`config.mk`:
```
export PLATFORM = sky130hd
export DESIGN_NAME = life_automaton_row_step_unit
export DESIGN_NICKNAME = d
export VERILOG_FILES = /design/src/design/lrs_pkg.sv /design/src/design/lrs_fifo.sv /design/src/design/lrs_front.sv /design/src/design/lrs_back.sv /design/src/design/life_automaton_row_step_unit.sv
export SDC_FILE = /design/constraint.sdc
export NUM_CORES = 2
export LEC_CHECK = 0
export CORE_ASPECT_RATIO = 0.6
export CORE_UTILIZATION = 53
export DETAILED_ROUTE_END_ITERATION = 6
export DONT_BUFFER_PORTS = 1
export HOLD_SLACK_MARGIN = 0.03
export PLACE_DENSITY = 0.68
export SLEW_MARGIN = 0
export SYNTH_ARGS = -nofsm -noshare
export SYNTH_HDL_FRONTEND = slang
export SYNTH_SLANG_ARGS = --single-unit
```
`constraint.sdc`:
```
create_clock -name clk -period 24.5 [get_ports clk]
set_input_delay 3.675 -clock clk [delete_from_list [all_inputs] [get_ports clk]]
set_output_delay 3.675 -clock clk [all_outputs]
set_load 0.1 [all_outputs]
```
`src/design/lrs_pkg.sv`:
```
`timescale 1ns / 1ps

package lrs_pkg;

    localparam int ROW_W         = 64;
    localparam int CFG_W         = 7;
    localparam int MAX_WIDTH_DEF = 64;
    localparam int JOB_DEPTH     = 2;
    localparam int RES_DEPTH     = 2;
    localparam int BIRTH_COUNT   = 3;
    localparam int SURVIVE_LOW   = 2;
    localparam int SURVIVE_HIGH  = 3;

    typedef struct packed {
        logic [ROW_W-1:0] row_cells;
        logic             last_row;
    } in_item_t;

    typedef struct packed {
        logic [ROW_W-1:0] next_cells;
        logic             frame_end;
    } out_item_t;

    // One queued job: the three-row window for the first result, plus
    // whether a second (bottom-row) result follows from the same window.
    typedef struct packed {
        logic [ROW_W-1:0] above;
        logic [ROW_W-1:0] here;
        logic [ROW_W-1:0] below;
        logic             two_results;
        logic             first_end;
    } job_t;

    // Columns in use; width 0 acts as 1, anything above max_w as max_w.
    function automatic logic [ROW_W-1:0] width_mask(logic [CFG_W-1:0] w,
                                                    int unsigned max_w);
        logic [CFG_W-1:0] ew;
        logic [ROW_W-1:0] m;
        ew = w;
        if (ew == '0)
            ew = CFG_W'(1);
        if (int'(ew) > int'(max_w))
            ew = CFG_W'(max_w);
        for (int k = 0; k < ROW_W; k++)
            m[k] = (k < int'(ew));
        return m;
    endfunction

endpackage

```
`src/design/lrs_fifo.sv`:
```
`timescale 1ns / 1ps

module lrs_fifo #(
    parameter int DATA_W = 8,
    parameter int DEPTH  = 2
) (
    input  logic              clk,
    input  logic              rst_n,
    input  logic              wr_en,
    input  logic [DATA_W-1:0] wr_data,
    output logic              full,
    input  logic              rd_en,
    output logic [DATA_W-1:0] rd_data,
    output logic              empty
);
    localparam int PTR_W = (DEPTH > 1) ? $clog2(DEPTH) : 1;
    localparam int CNT_W = $clog2(DEPTH + 1);

    logic [DATA_W-1:0] mem_reg [DEPTH];
    logic [PTR_W-1:0]  wr_ptr_reg, wr_ptr_next;
    logic [PTR_W-1:0]  rd_ptr_reg, rd_ptr_next;
    logic [CNT_W-1:0]  count_reg, count_next;
    logic              do_wr, do_rd;

    assign full    = (count_reg == CNT_W'(DEPTH));
    assign empty   = (count_reg == '0);
    assign do_wr   = wr_en && !full;
    assign do_rd   = rd_en && !empty;
    assign rd_data = mem_reg[rd_ptr_reg];

    always_comb
    begin
        wr_ptr_next = wr_ptr_reg;
        rd_ptr_next = rd_ptr_reg;
        count_next  = count_reg;
        if (do_wr)
            wr_ptr_next = (wr_ptr_reg == PTR_W'(DEPTH - 1)) ? '0 : wr_ptr_reg + 1'b1;
        if (do_rd)
            rd_ptr_next = (rd_ptr_reg == PTR_W'(DEPTH - 1)) ? '0 : rd_ptr_reg + 1'b1;
        if (do_wr && !do_rd)
            count_next = count_reg + 1'b1;
        else if (do_rd && !do_wr)
            count_next = count_reg - 1'b1;
    end

    always_ff @(posedge clk or negedge rst_n)
    begin
        if (!rst_n)
        begin
            wr_ptr_reg <= '0;
            rd_ptr_reg <= '0;
            count_reg  <= '0;
        end
        else
        begin
            wr_ptr_reg <= wr_ptr_next;
            rd_ptr_reg <= rd_ptr_next;
            count_reg  <= count_next;
        end
    end

    always_ff @(posedge clk)
    begin
        if (do_wr)
            mem_reg[wr_ptr_reg] <= wr_data;
    end

endmodule

```
`src/design/lrs_front.sv`:
```
`timescale 1ns / 1ps

module lrs_front #(
    parameter int MAX_WIDTH = lrs_pkg::MAX_WIDTH_DEF
) (
    input  logic                       clk,
    input  logic                       rst_n,
    input  logic [lrs_pkg::CFG_W-1:0]  row_width,
    input  logic                       push,
    input  lrs_pkg::in_item_t          in_item,
    input  logic                       job_full,
    output logic                       accept,
    output logic                       job_push,
    output lrs_pkg::job_t              job
);
    import lrs_pkg::*;

    logic [ROW_W-1:0] upper_reg, upper_next;
    logic [ROW_W-1:0] middle_reg, middle_next;
    logic [1:0]       rows_seen_reg, rows_seen_next;
    logic [ROW_W-1:0] row;
    logic             have_rows;

    assign accept    = push && !job_full;
    assign row       = in_item.row_cells & width_mask(row_width, MAX_WIDTH);
    // state three never occurs; any nonzero count means a row is held
    assign have_rows = (rows_seen_reg != 2'd0);
    assign job_push  = accept && (have_rows || in_item.last_row);

    always_comb
    begin
        upper_next     = upper_reg;
        middle_next    = middle_reg;
        rows_seen_next = rows_seen_reg;
        if (have_rows)
        begin
            job.above       = upper_reg;
            job.here        = middle_reg;
            job.below       = row;
            job.two_results = in_item.last_row;
            job.first_end   = 1'b0;
        end
        else
        begin
            // single-row frame: dead rows on both sides
            job.above       = '0;
            job.here        = row;
            job.below       = '0;
            job.two_results = 1'b0;
            job.first_end   = 1'b1;
        end
        if (accept)
        begin
            if (in_item.last_row)
            begin
                upper_next     = '0;
                middle_next    = '0;
                rows_seen_next = 2'd0;
            end
            else
            begin
                upper_next     = have_rows ? middle_reg : '0;
                middle_next    = row;
                rows_seen_next = have_rows ? 2'd2 : 2'd1;
            end
        end
    end

    always_ff @(posedge clk or negedge rst_n)
    begin
        if (!rst_n)
        begin
            upper_reg     <= '0;
            middle_reg    <= '0;
            rows_seen_reg <= 2'd0;
        end
        else
        begin
            upper_reg     <= upper_next;
            middle_reg    <= middle_next;
            rows_seen_reg <= rows_seen_next;
        end
    end

endmodule

```
`src/design/lrs_back.sv`:
```
`timescale 1ns / 1ps

module lrs_back #(
    parameter int MAX_WIDTH = lrs_pkg::MAX_WIDTH_DEF
) (
    input  logic                       clk,
    input  logic                       rst_n,
    input  logic [lrs_pkg::CFG_W-1:0]  row_width,
    input  lrs_pkg::job_t              job,
    input  logic                       job_empty,
    output logic                       job_pop,
    output lrs_pkg::out_item_t         out_item,
    output logic                       empty,
    input  logic                       pop
);
    import lrs_pkg::*;

    logic             phase_reg, phase_next;
    logic [ROW_W-1:0] mask;
    logic [ROW_W-1:0] op_a, op_b, op_c;
    logic [ROW_W+1:0] pa, pb, pc;
    logic [ROW_W-1:0] gen;
    logic [3:0]       nbr [ROW_W];
    logic             res_full;
    logic             res_push;
    logic             res_end;
    out_item_t        res;

    assign mask     = width_mask(row_width, MAX_WIDTH);
    assign res_push = !job_empty && !res_full;
    // pop together with the last result of the job
    assign job_pop  = res_push && (phase_reg || !job.two_results);

    always_comb
    begin
        if (phase_reg)
        begin
            op_a    = job.here;
            op_b    = job.below;
            op_c    = '0;
            res_end = 1'b1;
        end
        else
        begin
            op_a    = job.above;
            op_b    = job.here;
            op_c    = job.below;
            res_end = job.first_end;
        end
    end

    // zero pad on both ends: no wrap-around
    assign pa = {1'b0, op_a & mask, 1'b0};
    assign pb = {1'b0, op_b & mask, 1'b0};
    assign pc = {1'b0, op_c & mask, 1'b0};

    always_comb
    begin
        for (int k = 0; k < ROW_W; k++)
        begin
            nbr[k] = 4'(pa[k]) + 4'(pa[k+1]) + 4'(pa[k+2])
                   + 4'(pb[k]) + 4'(pb[k+2])
                   + 4'(pc[k]) + 4'(pc[k+1]) + 4'(pc[k+2]);
            gen[k] = (pb[k+1] && nbr[k] >= 4'(SURVIVE_LOW) && nbr[k] <= 4'(SURVIVE_HIGH))
                   || (!pb[k+1] && nbr[k] == 4'(BIRTH_COUNT));
        end
    end

    assign res = {gen & mask, res_end};

    always_comb
    begin
        phase_next = phase_reg;
        if (res_push)
            phase_next = job.two_results && !phase_reg;
    end

    always_ff @(posedge clk or negedge rst_n)
    begin
        if (!rst_n)
            phase_reg <= 1'b0;
        else
            phase_reg <= phase_next;
    end

    lrs_fifo #(
        .DATA_W ($bits(out_item_t)),
        .DEPTH  (RES_DEPTH)
    ) u_res_fifo (
        .clk     (clk),
        .rst_n   (rst_n),
        .wr_en   (res_push),
        .wr_data (res),
        .full    (res_full),
        .rd_en   (pop),
        .rd_data (out_item),
        .empty   (empty)
    );

endmodule

```
`src/design/life_automaton_row_step_unit.sv`:
```
`timescale 1ns / 1ps

// Channel  | Handshake            | Beat
// ---------+----------------------+-------------------------------------
// input    | push / full          | in_item  : row_cells, last_row
// result   | pop / empty          | out_item : next_cells, frame_end
// config   | cfg_valid / cfg_ready| cfg_data : row_width (reset 64)
//
// Rows in back to back; the front holds the two latest rows and queues window
// jobs, the back gives one B3/S23 result per cycle while a job waits and the
// result queue has room. A frame's first row adds no result, its last row two;
// rows pass the job queue, then the result queue, before empty goes low.
// Async active-low reset clears the rows, the width (to 64) and both queues.
// full follows the job queue; it rises once a full result queue stalls the back.

module life_automaton_row_step_unit #(
    parameter int MAX_WIDTH = lrs_pkg::MAX_WIDTH_DEF
) (
    input  logic                      clk,
    input  logic                      rst_n,
    input  logic                      push,
    output logic                      full,
    input  lrs_pkg::in_item_t         in_item,
    output logic                      empty,
    input  logic                      pop,
    output lrs_pkg::out_item_t        out_item,
    input  logic                      cfg_valid,
    output logic                      cfg_ready,
    input  logic [lrs_pkg::CFG_W-1:0] cfg_data
);
    import lrs_pkg::*;

    logic [CFG_W-1:0] row_width_reg;
    logic             accept;
    logic             q_push, q_full, q_pop, q_empty;
    job_t             q_wr_job, q_rd_job;

    // config is to be written only when idle, by the user; not enforced; always ready
    assign cfg_ready = 1'b1;

    always_ff @(posedge clk or negedge rst_n)
    begin
        if (!rst_n)
            row_width_reg <= CFG_W'(64);
        else if (cfg_valid && cfg_ready)
            row_width_reg <= cfg_data;
    end

    assign full = q_full;

    // front: masks the row, tracks the frame, builds window jobs
    lrs_front #(
        .MAX_WIDTH (MAX_WIDTH)
    ) u_front (
        .clk       (clk),
        .rst_n     (rst_n),
        .row_width (row_width_reg),
        .push      (push),
        .in_item   (in_item),
        .job_full  (q_full),
        .accept    (accept),
        .job_push  (q_push),
        .job       (q_wr_job)
    );

    // decoupling queue between front and back
    lrs_fifo #(
        .DATA_W ($bits(job_t)),
        .DEPTH  (JOB_DEPTH)
    ) u_job_fifo (
        .clk     (clk),
        .rst_n   (rst_n),
        .wr_en   (q_push),
        .wr_data (q_wr_job),
        .full    (q_full),
        .rd_en   (q_pop),
        .rd_data (q_rd_job),
        .empty   (q_empty)
    );

    // back: next generation per window, result queue to the output
    lrs_back #(
        .MAX_WIDTH (MAX_WIDTH)
    ) u_back (
        .clk       (clk),
        .rst_n     (rst_n),
        .row_width (row_width_reg),
        .job       (q_rd_job),
        .job_empty (q_empty),
        .job_pop   (q_pop),
        .out_item  (out_item),
        .empty     (empty),
        .pop       (pop)
    );

`ifndef SYNTHESIS
    a_job_pop_nonempty: assert property (@(posedge clk) disable iff (!rst_n)
        q_pop |-> !q_empty)
        else $error("job popped from empty queue");

    a_job_push_room: assert property (@(posedge clk) disable iff (!rst_n)
        q_push |-> (accept && !q_full))
        else $error("job pushed without an accepted row or without room");

    a_last_row_queued: assert property (@(posedge clk) disable iff (!rst_n)
        (push && !full && in_item.last_row) |=> !q_empty)
        else $error("last row accepted but no job queued");
`endif

endmodule
```
Word-level counts from Yosys, hierarchy flattened
Memories as Yosys holds them, arrays and structs flattened.
Cells that the tools add are included.

word-level totals
  flip-flop bits (word level) = 146
  latch bits = 0
  bits in writable memories = 518
  memory bits (read-only) = 0
  input port bits = 77
  output and inout port bits = 68
  word-level logic and storage cells = 1101
  memories kept = 2

operators by class
  $add $sub $neg = 449
  multipliers = 0
  divide/modulo/power cells = 0
  order comparisons = 193
  eq/ne operators = 66
  shifts and indexed selects = 0
  mux-type cells = 24
  bitwise logic cells = 5
  reduce and logical (&&, ||, !) cells = 351

memory list
  memory                     depth  width  read ports  clocked after Yosys merged registers in  wr ports  RTL line        RTL
  u_job_fifo.mem_reg         2      194    1           0                                        1         lrs_fifo.sv:19  logic [DATA_W-1:0] mem_reg [DEPTH];
  u_back.u_res_fifo.mem_reg  2      65     1           0                                        1         lrs_fifo.sv:19

operators with widths
  operator                                                            count
  adder 4 x 1 -> 4 bit                                                378
  2-to-1 mux 64 bit                                                   6
  AND 64 bit                                                          5
  equality test 4 x 2 -> 1 bit (second input constant)                64
  greater-or-equal comparator 4 x 2 -> 1 bit (second input constant)  64
  less-or-equal comparator 4 x 2 -> 1 bit (second input constant)     64
  < comparator 6 x 7 -> 1 bit (first input constant)                  32
  logical AND 1 bit                                                   205
  2-to-1 mux 194 bit                                                  1
  adder 1 x 1 -> 2 bit                                                63
  < comparator 5 x 7 -> 1 bit (first input constant)                  16
  zero test 1 bit                                                     74
  logical OR 1 bit                                                    66
  < comparator 4 x 7 -> 1 bit (first input constant)                  8
  < comparator 3 x 7 -> 1 bit (first input constant)                  4
  < comparator 1 x 7 -> 1 bit (first input constant)                  2
  < comparator 2 x 7 -> 1 bit (first input constant)                  2
  2-to-1 mux 7 bit                                                    2
  2-to-1 mux 2 bit                                                    6
  2-to-1 mux 1 bit                                                    9
  greater-than comparator 7 bit (second input constant)               1
  zero test 7 bit                                                     1
  nonzero test 2 bit                                                  3
  adder 1 bit (second input constant)                                 4
  4 further kinds                                                     8

Longest topological paths before layout
  depth after elaboration = 18
  depth in mapped cells = 18
  gate-level depth less buffers = 16

By module
Synthesis repeated with hierarchy kept, for this count alone.

unflattened totals
  cells, all modules = 3356
  area total of the unflattened synthesis = 41384.7 µm²

modules (own cells, without submodules)
  module                         times used  cells an instance  area an instance (µm²)  sequential area each (µm²)
  lrs_fifo at u_job_fifo         1           623                14818.0                 11751.3
  lrs_back                       1           1707               14431.3                 25.0
  lrs_front                      1           788                6782.8                  3253.1
  lrs_fifo at u_back.u_res_fifo  1           221                5048.6                  4003.8
  life_automaton_row_step_unit   1           17                 304.0                   176.4

Worst setup path after synthesis
No wires, ideal clock.

  path type = input to register
  start = input port in_item[0] (netlist bit)
  end = memory u_job_fifo.mem_reg[0][0] (netlist bit) (enable)
  setup time = 0.752 ns
  data arrival time = 12.157 ns
  data required time = 23.748 ns
  path slack = 11.591 ns
  stages on the path = 3
  buffers on the path = 1
  cells stage by stage = clkbuf_1 > o21ai_0 > nor2_1

on the way
  cells in the longest elaborated chain, start to end = 5

ends and longest elaborated chain
  item                                    RTL line                            RTL
  start, declared                         life_automaton_row_step_unit.sv:23  input lrs_pkg::in_item_t in_item,
  logical OR 1 bit                        lrs_front.sv:28                     assign job_push = accept && (have_rows || in_item.last_row);
  logical AND 1 bit                       lrs_front.sv:28
  logical AND 1 bit                       lrs_fifo.sv:27                      assign do_wr = wr_en && !full;
  2-to-1 mux 1 bit                        lrs_fifo.sv:64                      if (do_wr)
  2-to-1 mux 1 bit (implied by the code)  lrs_fifo.sv:65                      mem_reg[wr_ptr_reg] <= wr_data;
  end, declared                           lrs_fifo.sv:19

Every way passes these cells.

==> reports/qor.yml <==
synthesis:
  synth-main-ff-cell: "edfxtp_1"
  synthTopCellsByCount: "edfxtp_1 (518), inv_1 (458), nand2_1 (277)"
  synth-async-reset-ratio_pct: 21.99
  synth_top_cell_area_share_pct: 38.13
  syn-instance-count: 3268
  synth_fp_nets: 3788
  ys_warn_count: 0
  ys_seq_area_share_pct: 47.08
  synth-edff-count: 518
  yosysMostFrequentCell: "edfxtp_1"
  synth_seq_cells: 664
  synthTopCellsByArea: "edfxtp_1 (38%), fa_1 (12%), dfrtp_1 (8.9%)"
  synth_cell_types: 61
  synth.largest_area_cell: "edfxtp_1"
  synth_area_per_cell_um2: 12.48
  syn-cell-area_um2: 40800
clock_network:
  hold_buffers: 0
  cts_resized: 0
  clkTransAtPathRegs_ns: 0.06
  cts_sinks: 664
  cts_tree: "yes"
  clock-root-buffer: "clkbuf_16"
  cts-buffers-inserted: 66
  cts_max_level: 3
  postCtsSetupBuffers: 0
  cts_buffer_depth: 3
  clkLatencyLatePin_ns: 0.61
sta:
  fin_tns_setup_ns: 0
  rsz0062_at_grt: "no"
  max_freq_mhz: 145.1
  slew_headroom_pct: 13.57
  worst_clock_skew_ns: 0.01925
  finalSetupViolations: 0
  finalHoldViolCount: 0
  period_share_pct: 28.13
  worst_slew_pin_slew_ns: 1.297
  period_needed_ns: 6.891
  slew_viol_final: 0
cells_and_area:
  drive_gt1_share_pct: 11.68
  area_delta_synth_final_pct: 7.207
  nFillCells: 5974
  nets: 3747
  seqCellArea_um2: 19220
  largest_register_ffs: 388
  final_util_pct: 57.68
  multi_input_area_um2: 19090
route:
  ant_nets: 0
  drtIter0Drc: 2714
  viasPerCell: 6.018
  firstDrtPassIters: 6
  totalWireLength_mm: 103.4
  drc: 0
  wl_per_cell_um: 24.10
  via_count: 25820
setup_path:
  worst_setup_path_start_kind: "register"
  arrival_ns: 7.22
  worstSetupPathType: "reg -> reg"
  r2r_cells: 15
  critPathCaptureType: "register"
  critPathMaxFanout: 116
  crit_required_ns: 24.83
job:
  maxCapViolations: 0
placed_design:
  hpwlAfterDp_mm: 73.04
  gp_congestion: 0.8757
  numPortBuffers: 0
floorplanning:
  die_y_um: 216.9
  start_util_pct: 53.80
  core-area_um2: 75830
  die-area_um2: 78130
  die_w_um: 360.2
  io_pins: 145
  rows: 78
grt:
  globalRouteOverflowTotal: 0
  grt_start_max_net_pins: 177
  antenna_found_initial: 17
  track_usage_pct: 27.00
  grt_pass1_vias: 26810
  grt_first_pass_wirelength_mm: 160.1
worst_hold_path:
  hold_depth: 1
  hold_path_class: "reg -> reg"
status:
  status: "finished, final reports clean"
==> per-layer routing <==
layer  vias to the layer above  share of wire [%]  GRT usage [%]
met5                         -              0.055              0
met3                       171                 10          6.603
met1                     13180                 44          39.97
met2                      1147                 44          39.90
li1                      11310                  -              -
met4                         8                2.3          7.265
==> layout make-up <==
cell class,instances,share of cell area (%)
flip-flops and latches,664,43.94
clock buffers,86,4.185
well taps,1000,2.861
diodes,11,0.06293
inverters,459,3.939
repair buffers,31,0.6179
multi-input cells,2005,43.65
clock inverters,34,0.7380
==> cell families (layout without fill, tap and decap cells) <==
family	Yosys count	count (layout)	synth area share (%)
XOR/XNOR	9	9	0.1932
multiplexers	286	286	11.17
buffers and inverters	599	610	6.216
other	1	12	0.009191
adder cells (fa/ha/maj)	443	443	18.22
AND/OR/NAND/NOR	899	899	11.06
AO/OA/AOI/OAI	367	367	6.042
flip-flops	664	664	47.08
==> placed cells by master, fill, tap and decap left out, drive strengths merged, types with 31 or more instances in the layout <==
master / Yosys / routed
and2: 111 / 111
a31oi: 33 / 33
nor3: 32 / 32
edfxtp: 518 / 518
nand3: 32 / 32
mux2: 93 / 93
a22o: 64 / 64
buf: 90 / 31
ha: 191 / 191
nand2: 279 / 279
mux4: 122 / 122
nor2: 154 / 154
o21ai: 152 / 152
clkbuf: 50 / 86
dfrtp: 145 / 145
nor2b: 102 / 102
fa: 252 / 252
nand2b: 95 / 95
a21oi: 47 / 47
inv: 459 / 462
mux2i: 71 / 71
==> metrics by stage <==
| step | hold slack, ns | setup slack (ns) | area, µm² | instances |
|---|---|---|---|---|
| floorplan | 0.4419 | 11.59 | 40800 | 3268 |
| global placement | 0.4618 | 17.26 | 41560 | 4159 |
| detailed placement | 0.4750 | 17.21 | 41560 | 4159 |
| CTS | 0.4888 | 17.61 | 43710 | 4279 |
| global route | 0.5021 | 17.12 | 43730 | 4288 |
| finish | 0.4957 | 17.61 | 43740 | 4290 |
==> worst paths after layout <==
path,startpoint,to,slack [ns]
setup / recovery,u_job_fifo.rd_ptr_reg,u_back.u_res_fifo.mem_reg[0][21],17.61
min in group asynchronous,rst_n,u_front.upper_reg[9],2.76
hold reg to reg,u_front.upper_reg[49],u_front.upper_reg[49],0.50
max in group asynchronous,rst_n,u_front.middle_reg[41],21.31
setup reg to reg,u_job_fifo.rd_ptr_reg,u_back.u_res_fifo.mem_reg[0][21],17.61
hold / removal,u_front.upper_reg[49],u_front.upper_reg[49],0.50
==> worst max-delay path, stage by stage, from the launching register on <==
cell and delay, ns:
dfrtp_4 1.05, buf_12 0.58, buf_4 0.71, mux4_2 0.60, nor2b_1 0.22, ha_1 0.36, inv_1 0.05, fa_1 0.50
inv_1 0.05, fa_1 0.48, inv_1 0.05, fa_1 0.43, fa_1 0.40, nor3_1 0.19, mux2i_1 0.09, a2111oi_0 0.53
Power is left out: the tool's default activity adds up to more than one toggle a clock period on the data nets, which glitch-free logic cannot reach.
